==> src/hdl/rtpc_pkg.sv <==
`timescale 1ns / 1ps
// ----------------------------------------------------------------------------
// rtpc_pkg
// Shared types, constants and helpers of the range to prefix cover block.
// ----------------------------------------------------------------------------
package rtpc_pkg;

  localparam int WIDTH    = 32;
  localparam int FIELD_W  = 32;
  localparam int LEN_W    = 6;

  typedef logic [WIDTH-1:0]   word_t;
  typedef logic [LEN_W-1:0]   len_t;
  typedef logic [FIELD_W-1:0] field_t;

  localparam len_t P_MAX = LEN_W'(WIDTH);

  // one result beat
  typedef struct packed {
    field_t base;
    len_t   length;
    logic   last;
  } beat_t;

  // low q bits set, q from 0 to WIDTH
  function automatic word_t low_mask(input len_t q);
    logic [WIDTH:0] one_hot;
    logic [WIDTH:0] m;
    one_hot = (WIDTH+1)'(1) << q;
    m       = one_hot - (WIDTH+1)'(1);
    return m[WIDTH-1:0];
  endfunction

  // two's complement field to offset binary word
  function automatic word_t to_offset(input field_t v);
    word_t w;
    w = v[WIDTH-1:0];
    w[WIDTH-1] = ~w[WIDTH-1];
    return w;
  endfunction

endpackage

==> src/hdl/rtpc_fit_unit.sv <==
`timescale 1ns / 1ps
// ----------------------------------------------------------------------------
// rtpc_fit_unit
// Shared test: does an aligned block of 2^q words at lower stay within end.
// ----------------------------------------------------------------------------
module rtpc_fit_unit import rtpc_pkg::*; (
  input  word_t lower,
  input  word_t bound,
  input  len_t  q,
  output logic  fit
);

  word_t mask;

  assign mask = low_mask(q);
  assign fit  = ((lower & mask) == '0) && ((lower | mask) <= bound);

endmodule

==> src/hdl/rtpc_out_reg.sv <==
`timescale 1ns / 1ps
// ----------------------------------------------------------------------------
// rtpc_out_reg
// Output register stage holding one result beat until the receiver takes it.
// ----------------------------------------------------------------------------
module rtpc_out_reg import rtpc_pkg::*; (
  input  logic  clk,
  input  logic  rst,
  input  logic  load,
  input  beat_t beat_in,
  input  logic  out_stall,
  output logic  out_valid,
  output beat_t beat,
  output logic  free
);

  assign free = !out_valid || !out_stall;

  always_ff @(posedge clk) begin
    if (rst) begin
      out_valid <= 1'b0;
    end else if (free) begin
      out_valid <= load;
    end
  end

  always_ff @(posedge clk) begin
    if (free && load) begin
      beat <= beat_in;
    end
  end

endmodule

==> src/hdl/range_to_prefix_cover_core.sv <==
`timescale 1ns / 1ps
// ----------------------------------------------------------------------------
// range_to_prefix_cover_core
// Splits an inclusive signed range into the smallest ascending prefix cover.
// ----------------------------------------------------------------------------
// Input channel: in_valid / in_stall carry range_start and range_end, both
// two's complement; the bounds are mapped to offset binary on accept.
// Output channel: out_valid / out_stall carry one prefix per beat
// (prefix_base, prefix_length, last_prefix), ascending, last one marked.
// An empty range (start above end) is taken and gives no beat.
// One range is worked at a time; in_stall stays high until its last prefix
// is loaded into the output register.
// A single fit unit tests one candidate prefix size per cycle, save while a
// found prefix waits on a stalled output: the size grows one bit a cycle
// and shrinks one bit a cycle, and each emitted prefix is followed by a
// retest of the same size at the next lower bound.
// A stalled output holds its beat; the sequencer then waits at its next emit.
// Reset (rst, synchronous) drops the range in work and any held beat.
// ----------------------------------------------------------------------------
module range_to_prefix_cover_core import rtpc_pkg::*; (
  input  logic   clk,
  input  logic   rst,
  input  logic   in_valid,
  output logic   in_stall,
  input  field_t range_start,
  input  field_t range_end,
  output logic   out_valid,
  input  logic   out_stall,
  output field_t prefix_base,
  output len_t   prefix_length,
  output logic   last_prefix
);

  typedef enum logic {IDLE, RUN} state_t;

  state_t state;
  word_t  lower;
  word_t  bound;
  len_t   p;
  logic   p_ok;

  len_t   q;
  logic   fit;
  word_t  filled;
  logic   done;
  logic   emit;
  logic   out_free;
  beat_t  beat_in;
  beat_t  beat;
  word_t  start_ob;
  word_t  end_ob;

  assign in_stall = (state != IDLE);
  assign start_ob = to_offset(range_start);
  assign end_ob   = to_offset(range_end);

  // with p_ok the current size is known to fit, so try one bit more
  assign q = p_ok ? p + len_t'(1) : p;

  rtpc_fit_unit u_fit (
    .lower (lower),
    .bound (bound),
    .q     (q),
    .fit   (fit)
  );

  assign filled = lower | low_mask(p);
  // filled never passes the end, so reaching it is equality
  assign done   = (filled == bound);
  assign emit   = (state == RUN) && p_ok && ((p == P_MAX) || !fit);

  assign beat_in.base   = FIELD_W'(lower);
  assign beat_in.length = P_MAX - p;
  assign beat_in.last   = done;

  rtpc_out_reg u_out (
    .clk       (clk),
    .rst       (rst),
    .load      (emit),
    .beat_in   (beat_in),
    .out_stall (out_stall),
    .out_valid (out_valid),
    .beat      (beat),
    .free      (out_free)
  );

  assign prefix_base   = beat.base;
  assign prefix_length = beat.length;
  assign last_prefix   = beat.last;

  always_ff @(posedge clk) begin
    if (rst) begin
      state <= IDLE;
      p_ok  <= 1'b0;
      p     <= '0;
    end else begin
      case (state)
        IDLE: begin
          if (in_valid) begin
            lower <= start_ob;
            bound <= end_ob;
            p     <= '0;
            p_ok  <= 1'b1;
            if (start_ob <= end_ob) begin
              state <= RUN;
            end
          end
        end
        RUN: begin
          if (p_ok) begin
            if (emit) begin
              if (out_free) begin
                if (done) begin
                  state <= IDLE;
                end else begin
                  lower <= filled + word_t'(1);
                  p_ok  <= 1'b0;
                end
              end
            end else begin
              p <= p + len_t'(1);
            end
          end else if (fit) begin
            p_ok <= 1'b1;
          end else begin
            p <= p - len_t'(1);
          end
        end
        default: begin
          state <= IDLE;
        end
      endcase
    end
  end

endmodule

==> config.mk <==
export PLATFORM = sky130hd
export DESIGN_NAME = range_to_prefix_cover_core
export DESIGN_NICKNAME = d
export VERILOG_FILES = /design/src/hdl/rtpc_pkg.sv /design/src/hdl/rtpc_fit_unit.sv /design/src/hdl/rtpc_out_reg.sv /design/src/hdl/range_to_prefix_cover_core.sv
export SDC_FILE = /design/constraint.sdc
export NUM_CORES = 1
export LEC_CHECK = 0
export ABC_AREA = 1
export BUFFER_PORTS_ARGS = -buffer_cell sky130_fd_sc_hd__buf_2
export CAP_MARGIN = 20
export CORE_MARGIN = 5
export CORE_UTILIZATION = 25
export CTS_CLUSTER_DIAMETER = 60
export DETAILED_ROUTE_END_ITERATION = 10
export HOLD_SLACK_MARGIN = 0.15
export PLACE_DENSITY = 0.42
export SYNTH_ARGS = -nofsm -noshare
export SYNTH_HDL_FRONTEND = slang
export SYNTH_SLANG_ARGS = --single-unit
==> constraint.sdc <==
create_clock -name clk -period 17.7 [get_ports clk]
set_input_delay 3.54 -clock clk [delete_from_list [all_inputs] [get_ports clk]]
set_output_delay 3.54 -clock clk [all_outputs]
set_load 0.05 [all_outputs]
==> metrics.txt <==
status finished, final reports clean; LEAKAGE 5.838 nW; Worst Path Arrival 6530 ps; Setup TNS Final 0 ps; post-route ant nets 0; Max-Cap Viols 0; number of flops mapped to enable cells by yosys 103; Slowest Stage Delay on Critical Path 840 ps; P per Cell Area 98.32 nW/um^2; Max Slew Vio Count 0; gp weighted congestion 0.9804; row count 74; crit path max fanout 23; worst clock skew 11.18 ps; Setup Viol. Count Final 0; Post-CTS Setup Bufs 0; Clock Path Buffers 2; critical path class flop to flop; initial core utilization 25.26%; largest net degree at the start of global routing 39; Routed WL 40.80 mm; Starting DRT DRC Count 722; Pre-antenna DRT Iters 5; CP Capture Type flop; Peak VDD IR 0.04483 mV; post-CTS sizing 0; slew of the pin with the lowest slew margin 879.4 ps; Post-Syn Area 10290 sq um; Ports 109; Seq cells post-synth 112; vias in the first global route 9842; Total GRT Usage 17.84%; CTS Hold Bufs 0; Mapped Nets 1604; routed len/inst 19.43 um; Worst path top cell family by delay simple AND/OR/NAND/NOR gates; final hold violation count 0; Mapped Avg Cell Area 7.043 sq um; Required @ worst endpoint 17740 ps; slowest CP cell dfxtp_1; DRC 0; chip width 212.9 um; # nets final 1706; CTS root buf clkbuf_16; most common cell in the netlist nand2_1; die footprint 45320 sq um; Vias/cell 4.794; I/O Buffers 108; Max Clk Rate 0.1541 GHz; Layout Area Growth over Synthesis 13.95%; Num CTS Buffers 9; Tmin final 6488 ps; post-synth top area share 30.06%; asr flop ratio synth 0%; Worst path most repeated cell nand2_1; layout cell share with drive strength beyond 1 14.80%; H-tree depth 3; fin cells 2100; number of synthesis warnings 0; cell count after placement 2083; CP Buf/Inv Count 2; CTS tree built; Die Y 212.9 um; initial antenna violation count 1; relative slew slack 41.37%; first-pass GRT wire length 60.35 mm; area leader, netlist edfxtp_1; Worst Hold Class flop to flop; Top FF cell, synth edfxtp_1; CTS clk-pin slew, worst paths 70 ps; Synth Instances 1461; global route overflow 0; post-DP HPWL 34.10 mm; Netlist cell types 55; FILL cells 4565; synth cell count leaders nand2_1 (396), inv_1 (185), nor2_1 (176), nand3_1 (141), edfxtp_1 (103); antenna cells 0; Clock Sinks 112; Tcrit/Tclk final 36.66%; Critical Path Source Type flop; RSZ-0062 raised after global routing no; Clk Latency, worst-skew pair 390 ps; DR vias 10070; sequential cell area fraction in the yosys report 31.81%; largest cells by area after synthesis edfxtp_1 (30%), nand2_1 (14%), ha_1 (9.1%); Core Region 40740 sq um
worst paths after layout:
kind                  startpoint                        to  slack, ps  cells after the start
max            p[3]$_SDFFE_PP0P_  u_out.beat[26]$_DFFE_PP_      11210                     32
min          lower[25]$_DFFE_PP_  u_out.beat[32]$_DFFE_PP_        470                      0
max reg2reg    p[3]$_SDFFE_PP0P_  u_out.beat[26]$_DFFE_PP_      11210                     32
min reg2reg  lower[25]$_DFFE_PP_  u_out.beat[32]$_DFFE_PP_        470                      0
layout by cell type (no fill, tap or decap), types with 3 or more instances in the layout:
master and instances:
nand3_2 11, nor2_1 174, buf_4 5, xnor2_1 10, inv_1 185, a21o_1 3, o21ai_0 52, a21oi_1 47
inv_2 19, nor2_4 12, nand2_4 4, nand2_1 396, nand3b_1 5, nor3b_1 4, nand4_1 46, dfxtp_1 9
nand3_1 141, nor4_1 6, buf_2 108, clkbuf_16 9, nor3_1 8, a31oi_1 3, xor2_1 31, nand2_2 15
edfxtp_1 103, or2_2 4, o21ai_1 11, ha_1 75, a211oi_1 5, o21ai_2 4, o211ai_1 4, nor2_2 22
worst register-to-register path, delay by kind of cell, from the launching register on:
kind                       cells  cell delay, ps
AOI/OAI and AO/OA              2             580
xor gates and xnor gates       1             180
adders and majority gates      2             580
buffers and inverters          2             620
DFF                            1             840
and+or+nand+nor               25            3320
report_power, final:
part / internal [W] / switching [W]
Sequential: 0.000312 / 0.0000234
Clock: 0.000124 / 0.000104
Combinational: 0.000177 / 0.000412
state kept, by name, indices dropped and copies added (netlist names):
register	count
u_out.beat	39
lower	32
u_out.out_valid	1
in_stall	1
p_ok	1
p	6
bound	32
logic make-up after synthesis:
logic type	Yosys count	share of synthesized area, %
compound gates	146	8.220
fa+ha+maj	75	9.120
simple gates	857	38.07
flops	112	31.81
buf+inv	230	9.290
xor+xnor	41	3.490
layout make-up:
type / instances / area (sq um) / area share (%)
Tap cell: 532 / 665.6 / 5.677
Sequential cell: 112 / 3273 / 27.92
Clock buffer: 9 / 225.2 / 1.921
Timing Repair Buffer: 114 / 598.1 / 5.101
Clock inverter: 7 / 93.84 / 0.8003
Inverter: 207 / 782.0 / 6.670
Multi-Input combinational cell: 1119 / 6087 / 51.92
through the flow:
stage / hold WS [ps] / worst slack [ps] / utilization, % / cell area (sq um) / total power (W)
2_1_floorplan: 426.4 / 11880 / - / 10290 / 0.0007535
3_3_place_gp: 440.4 / 11280 / 27.95 / 11390 / 0.0009282
3_5_place_dp: 452.5 / 11210 / 27.95 / 11390 / 0.0009260
4_1_cts: 469.6 / 11160 / 28.73 / 11710 / 0.001159
5_1_grt: 495.9 / 10670 / 28.78 / 11730 / 0.001241
6_report: 472.3 / 11210 / 28.78 / 11730 / 0.001153
routing by layer:
metal  up-vias  track usage (%)  part of all wire [%]
met1      4720            24.73                    47
met2       256            28.76                    45
met4         0            6.180                   3.0
met3        53            2.248                   4.3
li1       5039                -                     -
met5         -                0                     0
No activity file was read; power rests on OpenSTA's default activity.
